[src/hw/rtl/ipv4cs_pkg.sv]
// Shared types, constants and the one's complement adder for the IPv4/UDP
// checksum generator. No dependencies.
package ipv4cs_pkg;

    // Frame positions and spans are compared at 17 bits so that
    // 14 + total_length never wraps.
    typedef logic [16:0] t_span;

    localparam t_span ETH_HDR        = 17'd14;
    localparam t_span IP_HDR_END     = 17'd34;
    localparam t_span POS_ETHERTYPE  = 17'd13;
    localparam t_span POS_IHL        = 17'd14;
    localparam t_span POS_TOTAL_LEN  = 17'd17;
    localparam t_span POS_PROTOCOL   = 17'd23;
    localparam t_span POS_IP_FIRST   = 17'd15;
    localparam t_span POS_IP_CSUM    = 17'd25;
    localparam t_span POS_IP_LAST    = 17'd33;
    localparam t_span POS_ADDR_FIRST = 17'd27;
    localparam t_span UDP_CSUM_OFS   = 17'd6;

    localparam logic [15:0] ETHERTYPE_IPV4 = 16'h0800;
    localparam logic [7:0]  PROTO_UDP      = 8'h11;
    localparam logic [3:0]  MIN_IHL        = 4'd5;

    // Per-frame totals handed from the accumulator to the finishing stage.
    typedef struct packed {
        logic [15:0] ip_sum;
        logic [15:0] udp_sum;
        logic [3:0]  header_words;
        logic [15:0] total_length;
        logic        type_ok;
        logic        proto_ok;
    } t_frame_sums;

    // One's complement 16-bit add with end-around carry.
    function automatic logic [15:0] oc_add(input logic [15:0] a, input logic [15:0] b);
        logic [16:0] s;
        s = {1'b0, a} + {1'b0, b};
        return s[15:0] + 16'(s[16]);
    endfunction

endpackage

[src/hw/rtl/ipv4cs_accum.sv]
// Running-sum stage: tracks the byte position, header fields and both
// one's complement sums, and captures the totals at the last byte of a frame.
// Depends on ipv4cs_pkg.
module ipv4cs_accum #(
    parameter int POSITION_BITS = 16
) (
    input  logic                     i_clk,
    input  logic                     i_rst_n,
    input  logic                     i_enable,
    input  logic                     i_valid,
    input  logic [7:0]               i_byte,
    input  logic                     i_last,
    output logic                     o_valid,
    output ipv4cs_pkg::t_frame_sums  o_sums,
    output logic [POSITION_BITS-1:0] o_covered
);
    import ipv4cs_pkg::*;

    localparam logic [POSITION_BITS-1:0] POS_MAX = {POSITION_BITS{1'b1}};

    logic [POSITION_BITS-1:0] r_pos, n_pos;
    logic [15:0]              r_ip_sum, n_ip_sum;
    logic [15:0]              r_udp_sum, n_udp_sum;
    logic [7:0]               r_held, n_held;
    logic [3:0]               r_hwords, n_hwords;
    logic [15:0]              r_tlen, n_tlen;
    logic                     r_type_ok, n_type_ok;
    logic                     r_proto_ok, n_proto_ok;
    logic                     r_snap_valid;
    t_frame_sums              r_snap;
    logic [POSITION_BITS-1:0] r_covered;

    logic        take;
    logic        odd;
    logic [15:0] word;
    t_span       p;
    t_span       pay_start;
    t_span       pay_end;
    logic        ip_add;
    logic        addr_add;
    logic        in_payload;
    logic        udp_add;
    logic [15:0] udp_operand;

    always_comb begin
        take      = i_valid && (r_pos != POS_MAX);
        odd       = r_pos[0];
        word      = {r_held, i_byte};
        p         = 17'(r_pos);
        pay_start = ETH_HDR + {11'd0, r_hwords, 2'b00};
        pay_end   = ETH_HDR + {1'b0, r_tlen};

        ip_add   = odd && p >= POS_IP_FIRST && p <= POS_IP_LAST && p != POS_IP_CSUM;
        addr_add = odd && p >= POS_ADDR_FIRST && p <= POS_IP_LAST;
        in_payload = p >= pay_start && p < pay_end &&
                     p != 17'(pay_start + UDP_CSUM_OFS) &&
                     p != 17'(pay_start + UDP_CSUM_OFS + 17'd1);

        // The address words and the payload overlap only when the header
        // length is below the minimum, and then no checksum is reported.
        udp_add     = 1'b0;
        udp_operand = word;
        if (addr_add) begin
            udp_add = 1'b1;
        end else if (in_payload && odd) begin
            udp_add = 1'b1;
        end else if (in_payload && (17'(p + 17'd1) == pay_end)) begin
            udp_add     = 1'b1;
            udp_operand = {i_byte, 8'h00};
        end

        n_pos      = r_pos;
        n_ip_sum   = r_ip_sum;
        n_udp_sum  = r_udp_sum;
        n_held     = r_held;
        n_hwords   = r_hwords;
        n_tlen     = r_tlen;
        n_type_ok  = r_type_ok;
        n_proto_ok = r_proto_ok;
        if (take) begin
            n_pos = r_pos + 1'b1;
            if (p == POS_ETHERTYPE) n_type_ok  = (word == ETHERTYPE_IPV4);
            if (p == POS_IHL)       n_hwords   = i_byte[3:0];
            if (p == POS_TOTAL_LEN) n_tlen     = word;
            if (p == POS_PROTOCOL)  n_proto_ok = (i_byte == PROTO_UDP);
            if (ip_add)             n_ip_sum   = oc_add(r_ip_sum, word);
            if (udp_add)            n_udp_sum  = oc_add(r_udp_sum, udp_operand);
            if (!odd)               n_held     = i_byte;
        end
    end

    always_ff @(posedge i_clk) begin
        if (!i_rst_n) begin
            r_pos        <= '0;
            r_ip_sum     <= '0;
            r_udp_sum    <= '0;
            r_held       <= '0;
            r_hwords     <= '0;
            r_tlen       <= '0;
            r_type_ok    <= 1'b0;
            r_proto_ok   <= 1'b0;
            r_snap_valid <= 1'b0;
        end else if (i_enable) begin
            r_snap_valid <= i_valid && i_last;
            if (i_valid && i_last) begin
                // Frame done: per-frame state starts over for the next one.
                r_pos      <= '0;
                r_ip_sum   <= '0;
                r_udp_sum  <= '0;
                r_held     <= '0;
                r_hwords   <= '0;
                r_tlen     <= '0;
                r_type_ok  <= 1'b0;
                r_proto_ok <= 1'b0;
            end else begin
                r_pos      <= n_pos;
                r_ip_sum   <= n_ip_sum;
                r_udp_sum  <= n_udp_sum;
                r_held     <= n_held;
                r_hwords   <= n_hwords;
                r_tlen     <= n_tlen;
                r_type_ok  <= n_type_ok;
                r_proto_ok <= n_proto_ok;
            end
        end
    end

    always_ff @(posedge i_clk) begin
        if (i_enable && i_valid && i_last) begin
            r_snap.ip_sum       <= n_ip_sum;
            r_snap.udp_sum      <= n_udp_sum;
            r_snap.header_words <= n_hwords;
            r_snap.total_length <= n_tlen;
            r_snap.type_ok      <= n_type_ok;
            r_snap.proto_ok     <= n_proto_ok;
            r_covered           <= n_pos;
        end
    end

    assign o_valid   = r_snap_valid;
    assign o_sums    = r_snap;
    assign o_covered = r_covered;

endmodule

[src/hw/rtl/ipv4cs_final.sv]
// Finishing stage: folds the protocol and payload length into the UDP sum,
// inverts both sums and works out the applies and short-frame flags.
// Depends on ipv4cs_pkg.
module ipv4cs_final #(
    parameter int POSITION_BITS = 16
) (
    input  logic                     i_clk,
    input  logic                     i_rst_n,
    input  logic                     i_enable,
    input  logic                     i_valid,
    input  ipv4cs_pkg::t_frame_sums  i_sums,
    input  logic [POSITION_BITS-1:0] i_covered,
    output logic                     o_valid,
    output logic [15:0]              o_ip_checksum,
    output logic [15:0]              o_udp_checksum,
    output logic                     o_applies,
    output logic                     o_short_frame
);
    import ipv4cs_pkg::*;

    logic        r_valid;
    logic [15:0] r_ip_csum, n_ip_csum;
    logic [15:0] r_udp_csum, n_udp_csum;
    logic        r_applies, n_applies;
    logic        r_short, n_short;

    logic [15:0] hlen;
    logic [15:0] plen;
    logic [15:0] usum;
    t_span       cov;

    always_comb begin
        hlen      = {10'd0, i_sums.header_words, 2'b00};
        n_applies = i_sums.type_ok && i_sums.proto_ok &&
                    i_sums.header_words >= MIN_IHL && i_sums.total_length >= hlen;
        plen      = i_sums.total_length - hlen;
        usum      = oc_add(oc_add(i_sums.udp_sum, {8'h00, PROTO_UDP}), plen);
        n_ip_csum  = ~i_sums.ip_sum;
        // A UDP checksum of zero means "none", so zero is sent as all ones.
        n_udp_csum = (usum == 16'hffff) ? 16'hffff : ~usum;
        if (!n_applies) begin
            n_ip_csum  = '0;
            n_udp_csum = '0;
        end
        cov     = 17'(i_covered);
        n_short = i_sums.type_ok &&
                  (cov < IP_HDR_END || cov < ETH_HDR + {1'b0, i_sums.total_length});
    end

    always_ff @(posedge i_clk) begin
        if (!i_rst_n) begin
            r_valid <= 1'b0;
        end else if (i_enable) begin
            r_valid <= i_valid;
        end
    end

    always_ff @(posedge i_clk) begin
        if (i_enable && i_valid) begin
            r_ip_csum  <= n_ip_csum;
            r_udp_csum <= n_udp_csum;
            r_applies  <= n_applies;
            r_short    <= n_short;
        end
    end

    assign o_valid        = r_valid;
    assign o_ip_checksum  = r_ip_csum;
    assign o_udp_checksum = r_udp_csum;
    assign o_applies      = r_applies;
    assign o_short_frame  = r_short;

endmodule

[src/hw/rtl/ipv4_udp_checksum_generator.sv]
// IPv4/UDP checksum generator. Takes an Ethernet frame one byte per cycle
// and, once the last byte accepted has passed through the pipeline, offers one
// item with the IPv4 header checksum, the UDP checksum and two flags. A new byte
// is taken in every cycle; the pipeline is an input register, the running-sum
// accumulator and a finishing stage, and it stalls as a whole only while a
// result waits at the output. Checksums read zero when the frame is not IPv4
// UDP with sane lengths. Frames longer than 2^POSITION_BITS - 1 bytes are summed
// up to that point only. Depends on ipv4cs_pkg, ipv4cs_accum and ipv4cs_final.
module ipv4_udp_checksum_generator #(
    parameter int POSITION_BITS = 16
) (
    input  logic        i_clk,
    input  logic        i_rst_n,
    input  logic        i_s_axis_tvalid,
    output logic        o_s_axis_tready,
    input  logic [7:0]  i_s_axis_tdata,   // frame_byte[7:0]
    input  logic        i_s_axis_tlast,   // last_byte
    output logic        o_m_axis_tvalid,
    input  logic        i_m_axis_tready,
    output logic [31:0] o_m_axis_tdata,   // ip_checksum[15:0], udp_checksum[31:16]
    output logic [7:0]  o_m_axis_tuser    // applies[0], short_frame[1], zero[7:2]
);
    import ipv4cs_pkg::*;

    logic                     advance;
    logic                     r_in_valid;
    logic [7:0]               r_in_byte;
    logic                     r_in_last;
    logic                     snap_valid;
    t_frame_sums              snap_sums;
    logic [POSITION_BITS-1:0] snap_covered;
    logic                     out_valid;
    logic [15:0]              ip_csum;
    logic [15:0]              udp_csum;
    logic                     applies;
    logic                     short_frame;

    // Every stage moves together unless a finished item is being held.
    assign advance         = !out_valid || i_m_axis_tready;
    assign o_s_axis_tready = advance;

    always_ff @(posedge i_clk) begin
        if (!i_rst_n) begin
            r_in_valid <= 1'b0;
        end else if (advance) begin
            r_in_valid <= i_s_axis_tvalid;
        end
    end

    always_ff @(posedge i_clk) begin
        if (advance) begin
            r_in_byte <= i_s_axis_tdata;
            r_in_last <= i_s_axis_tlast;
        end
    end

    ipv4cs_accum #(
        .POSITION_BITS(POSITION_BITS)
    ) u_accum (
        .i_clk     (i_clk),
        .i_rst_n   (i_rst_n),
        .i_enable  (advance),
        .i_valid   (r_in_valid),
        .i_byte    (r_in_byte),
        .i_last    (r_in_last),
        .o_valid   (snap_valid),
        .o_sums    (snap_sums),
        .o_covered (snap_covered)
    );

    ipv4cs_final #(
        .POSITION_BITS(POSITION_BITS)
    ) u_final (
        .i_clk          (i_clk),
        .i_rst_n        (i_rst_n),
        .i_enable       (advance),
        .i_valid        (snap_valid),
        .i_sums         (snap_sums),
        .i_covered      (snap_covered),
        .o_valid        (out_valid),
        .o_ip_checksum  (ip_csum),
        .o_udp_checksum (udp_csum),
        .o_applies      (applies),
        .o_short_frame  (short_frame)
    );

    assign o_m_axis_tvalid = out_valid;
    assign o_m_axis_tdata  = {udp_csum, ip_csum};
    assign o_m_axis_tuser  = {6'd0, short_frame, applies};

    a_last_makes_snapshot: assert property (@(posedge i_clk) disable iff (!i_rst_n)
        (advance && r_in_valid && r_in_last) |=> snap_valid)
        else $error("last byte did not produce frame totals");

    a_no_spurious_snapshot: assert property (@(posedge i_clk) disable iff (!i_rst_n)
        (advance && !(r_in_valid && r_in_last)) |=> !snap_valid)
        else $error("frame totals without a last byte");

    a_snapshot_reaches_output: assert property (@(posedge i_clk) disable iff (!i_rst_n)
        (advance && snap_valid) |=> out_valid)
        else $error("frame totals lost before the output register");

    a_zero_when_not_applicable: assert property (@(posedge i_clk) disable iff (!i_rst_n)
        (out_valid && !applies) |-> (ip_csum == 16'h0000 && udp_csum == 16'h0000))
        else $error("checksums given for a frame that is not IPv4 UDP");

    a_udp_never_zero: assert property (@(posedge i_clk) disable iff (!i_rst_n)
        (out_valid && applies) |-> (udp_csum != 16'h0000))
        else $error("UDP checksum of zero sent for an applicable frame");

endmodule
[config.mk]
export PLATFORM = sky130hd
export DESIGN_NAME = ipv4_udp_checksum_generator
export DESIGN_NICKNAME = d
export VERILOG_FILES = /design/src/hw/rtl/ipv4cs_pkg.sv /design/src/hw/rtl/ipv4cs_accum.sv /design/src/hw/rtl/ipv4cs_final.sv /design/src/hw/rtl/ipv4_udp_checksum_generator.sv
export SDC_FILE = /design/constraint.sdc
export NUM_CORES = 1
export LEC_CHECK = 0
export ABC_AREA = 1
export ABC_CLOCK_PERIOD_IN_PS = 8380
export BUFFER_PORTS_ARGS = -buffer_cell sky130_fd_sc_hd__buf_2
export CAP_MARGIN = 10
export CORE_MARGIN = 8
export CORE_UTILIZATION = 58
export DETAILED_ROUTE_END_ITERATION = 16
export GPL_TIMING_DRIVEN = 0
export PLACE_DENSITY = 0.75
export SLEW_MARGIN = 20
export SYNTH_ARGS = -nofsm -noshare
export SYNTH_HDL_FRONTEND = slang
export SYNTH_HIERARCHICAL = 1
export SYNTH_SLANG_ARGS = --single-unit
[constraint.sdc]
create_clock -name i_clk -period 8.38 [get_ports i_clk]
set_input_delay 1.676 -clock i_clk [delete_from_list [all_inputs] [get_ports i_clk]]
set_output_delay 1.676 -clock i_clk [all_outputs]
set_load 0.01 [all_outputs]
==> out/results.md <==
| Result | Reported | Unit |
|:---|:---|:---|
| Count of final max-slew check failures | 0 | - |
| Crit-path max FO | 10 | - |
| Total number of yosys warnings | 6 | - |
| Share of the yosys chip area belonging to registers | 32.4 | % |
| Leakage component of the power | 7.55 | nW |
| Hold Buf Count CTS | 0 | - |
| Clock period minus worst slack | 6.91 | ns |
| RSZ-0062 raised after global routing | false | - |
| Clk sink count | 194 | - |
| Remaining DRCs | 0 | - |
| Max Clock Skew | 0.0165 | ns |
| Post-CTS clock slew at the launch and capture registers of the worst setup and hold paths | 0.08 | ns |
| Fraction of synthesis flops using an asynchronous set or reset pin | 0 | % |
| Peak supply drop | 0.113 | mV |
| Width of the die | 179 | um |
| Post-synth EDFFs | 113 | - |
| Post-CTS setup-driven buffer insertion count | 0 | - |
| Initial core utilization | 58.3 | % |
| Clock Tree Buf Depth | 2 | - |
| Final worst-path cycle share | 82.5 | % |
| Cell family contributing the most delay on the critical path | simple AND/OR/NAND/NOR gates | - |
| Root Buffer Master | clkbuf_16 | - |
| Slowest stage delay, CP | 0.40 | ns |
| Overall overflow remaining after global route | 0 | - |
| Post-synth cell types | 53 | - |
| DP HPWL | 35600 | um |
| GP Congestion | 0.974 | - |
| Worst Tran Pin Value | 0.815 | ns |
| Final hold violation count | 0 | - |
| Clock latency on the worst-skew pair | 0.44 | ns |
| Sum of routed wire length over all layers | 44600 | um |
| Worst EP required | 8.73 | ns |
| FF+latch count, synth | 194 | - |
| Kind of launch point of the worst setup path | flip-flop | - |
| Y dimension of the die | 179 | um |
| Vias in the first global route | 13954 | - |
| I/O pin cnt | 55 | - |
| Worst hold path class | reg -> reg | - |
| Clock buffers created by TritonCTS | 17 | - |
| Post-route worst hold slack | 0.474 | ns |
| CP Capture Type | flip-flop | - |
| Setup ws final | 1.47 | ns |
| Maximum number of pins on one net before global-route repair | 25 | - |
| Place WS | 1.58 | ns |
| Antenna diode count | 0 | - |
| Max Cap Violations | 0 | - |
| Most frequently used flop master after synthesis | edfxtp_1 | - |
| Fillers | 2454 | - |
| Summed instance area of the synthesized netlist | 15500 | um2 |
| Cell with the biggest individual delay on the critical path | dfxtp_1 | - |
| Pwr per Cell Area | 125 | nW/um2 |
| Syn-to-layout area delta | 8.83 | % |
| Result of the run | finished clean | - |
| Die outline area | 32200 | um2 |
| CTS-repair resized insts | 0 | - |
| Wire length of the first global-routing pass | 71100 | um |
| Pre-Repair DR Iteration Count | 6 | - |
| Total negative slack for setup checks | 0 | ns |
| Total global-route track usage | 27.1 | % |
| Core ar. | 26600 | um2 |
| Total power draw | 2.11 | mW |
| Initial antenna violation count | 1 | - |
| Arrival @ worst endpoint | 7.26 | ns |
| Via Count | 14767 | - |
| Number of DRC markers after the initial detailed-route iteration | 1423 | - |
| Fraction of layout cells with a size suffix above 1 | 10.6 | % |
| Total Nets Final | 2401 | - |
| Cell occurring most often along the worst timing path | nand2_1 | - |
| Buffers & Inverters on Critical Path | 4 | - |
| Average detailed-routed wire length per instance | 16.9 | um |
| Final-report setup violation count | 0 | - |
| Maximum clock frequency | 145 | MHz |
| Critical path class | reg -> reg | - |
| Worst slew margin relative to its limit | 45.1 | % |
| Total number of placement rows | 60 | - |
| Syn avg cell area | 7.04 | um2 |
| PortBufs | 48 | - |
| Number of H-tree branching levels | 4 | - |
| Vias/cell | 5.61 | - |
| Number of instances in the synthesized netlist | 2202 | - |
| Clock tree from TritonCTS | built | - |
| Remaining number of nets flagged by the antenna check after routing | 0 | - |
kinds of logic after synthesis:
logic type | after synthesis | share of synthesized area [%]
simple gates | 1200 | 34.9
buf+inv | 333 | 8.60
compound gates | 273 | 9.84
flops | 194 | 32.4
fa+ha+maj | 110 | 9.08
xor+xnor | 88 | 4.97
mux | 3 | 0.218
other cells | 1 | 0.0242
through the flow:
step	instance area, um2	instances	util [%]
finish	16900	2632	63.5
global route	16900	2632	63.5
CTS	16900	2632	63.5
detailed placement	16300	2600	61.3
global placement	16200	2596	60.9
floorplan	15500	2207	-
synth_stat cells (3+ instances only):
cell type / instances / area (um2)
a21boi_0: 3 / 22.5
dfxtp_1: 81 / 1620
a21o_1: 7 / 52.6
inv_1: 252 / 946
fa_1: 4 / 80.1
a31oi_1: 3 / 18.8
nand3b_1: 9 / 67.6
edfxtp_1: 113 / 3390
mux2_2: 3 / 33.8
o21a_1: 4 / 30.0
and2_1: 14 / 87.6
nor2_1: 181 / 679
nand4_1: 50 / 313
buf_4: 11 / 82.6
nor3_1: 30 / 150
nand2_1: 666 / 2500
nor4_1: 12 / 75.1
nor2_2: 20 / 125
xnor2_1: 21 / 184
xor2_1: 67 / 587
nand2_4: 12 / 135
clkbuf_1: 28 / 105
nor2_4: 7 / 78.8
nand3_2: 20 / 200
a211oi_1: 6 / 45.0
a21oi_2: 18 / 158
or2_2: 7 / 43.8
o21ai_0: 57 / 285
a21oi_1: 141 / 706
nand3_1: 153 / 766
o21ai_1: 22 / 110
nand2_2: 10 / 62.6
buf_2: 14 / 70.1
nand3_4: 3 / 52.6
o21bai_1: 3 / 22.5
ha_1: 106 / 1330
inv_2: 25 / 93.8
cell usage in the layout, fill, tap and decap left out, drive strengths merged, types with 9 or more instances in the layout:
cell type and count:
and2 14, buf 79, dfxtp 81, nor3 32, a21oi 159, nand3b 9, xor2 67, edfxtp 113
inv 285, nand3 176, nand2 688, ha 106, nor4 13, nand4 51, xnor2 21, clkbuf 45
o21ai 79, nor2 209
per-layer routing:
metal  vias to the layer above  global-route usage, %  part of all wire [%]
met5                         -                      0                 0.036
met4                         2                   9.60                   3.0
met3                        95                   5.12                   7.1
met2                       553                   45.7                    47
met1                      6756                   34.3                    43
li1                       7361                      -                     -
report_power, final:
group          internal, mW  leakage [nW]  switching (mW)
sequential             1.02          1.73          0.0214
combinational        0.0804          5.53           0.177
clock                 0.420         0.288           0.393
final timing paths:
path / from / to / slack (ns) / depth (start not counted)
setup / recovery: u_accum/r_tlen[1]$_SDFFE_PN0P_ / u_accum/r_udp_sum[14]$_SDFFE_PN0P_ / 1.47 / 43
hold / removal: u_accum/r_proto_ok$_SDFFE_PN0P_ / u_accum/r_proto_ok$_SDFFE_PN0P_ / 0.47 / 2
setup reg to reg: u_accum/r_tlen[1]$_SDFFE_PN0P_ / u_accum/r_udp_sum[14]$_SDFFE_PN0P_ / 1.47 / 43
hold reg to reg: u_accum/r_proto_ok$_SDFFE_PN0P_ / u_accum/r_proto_ok$_SDFFE_PN0P_ / 0.47 / 2
worst register-to-register path, delay by kind of cell, from the launching register on:
family / cells / cell delay (ns)
AND/OR/NAND/NOR: 30 / 3.67
adder cells (fa/ha/maj): 5 / 1.26
AO/OA/AOI/OAI: 4 / 0.91
buffers and inverters: 4 / 0.60
flip-flops: 1 / 0.40
area by class of cell:
cell class	instances	area (um2)	share of cell area [%]
multi-input combinational	1680	9170	54.4
tap	341	427	2.53
buffer	55	289	1.71
inverter	278	1040	6.19
clock inverter	15	146	0.868
timing repair buffer	52	343	2.03
sequential	194	5010	29.7
clock buffer	17	425	2.52
state kept, by name, summed over array words and instances, names as in the netlist:
| register | cells |
|---|---|
| u_accum/o_valid | 1 |
| u_accum/o_covered | 16 |
| u_accum/r_udp_sum | 16 |
| u_accum/r_held | 8 |
| u_final/o_udp_checksum | 16 |
| r_in_byte | 8 |
| u_accum/r_type_ok | 1 |
| u_accum/r_pos | 16 |
| r_in_valid | 1 |
| u_accum/r_ip_sum | 16 |
| u_accum/r_proto_ok | 1 |
| u_accum/r_tlen | 16 |
| u_accum/r_hwords | 4 |
| u_final/o_short_frame | 1 |
| u_final/o_applies | 1 |
| u_final/o_valid | 1 |
| u_accum/o_sums | 54 |
| r_in_last | 1 |
| u_final/o_ip_checksum | 16 |
Power figures use the tool's default switching activity.
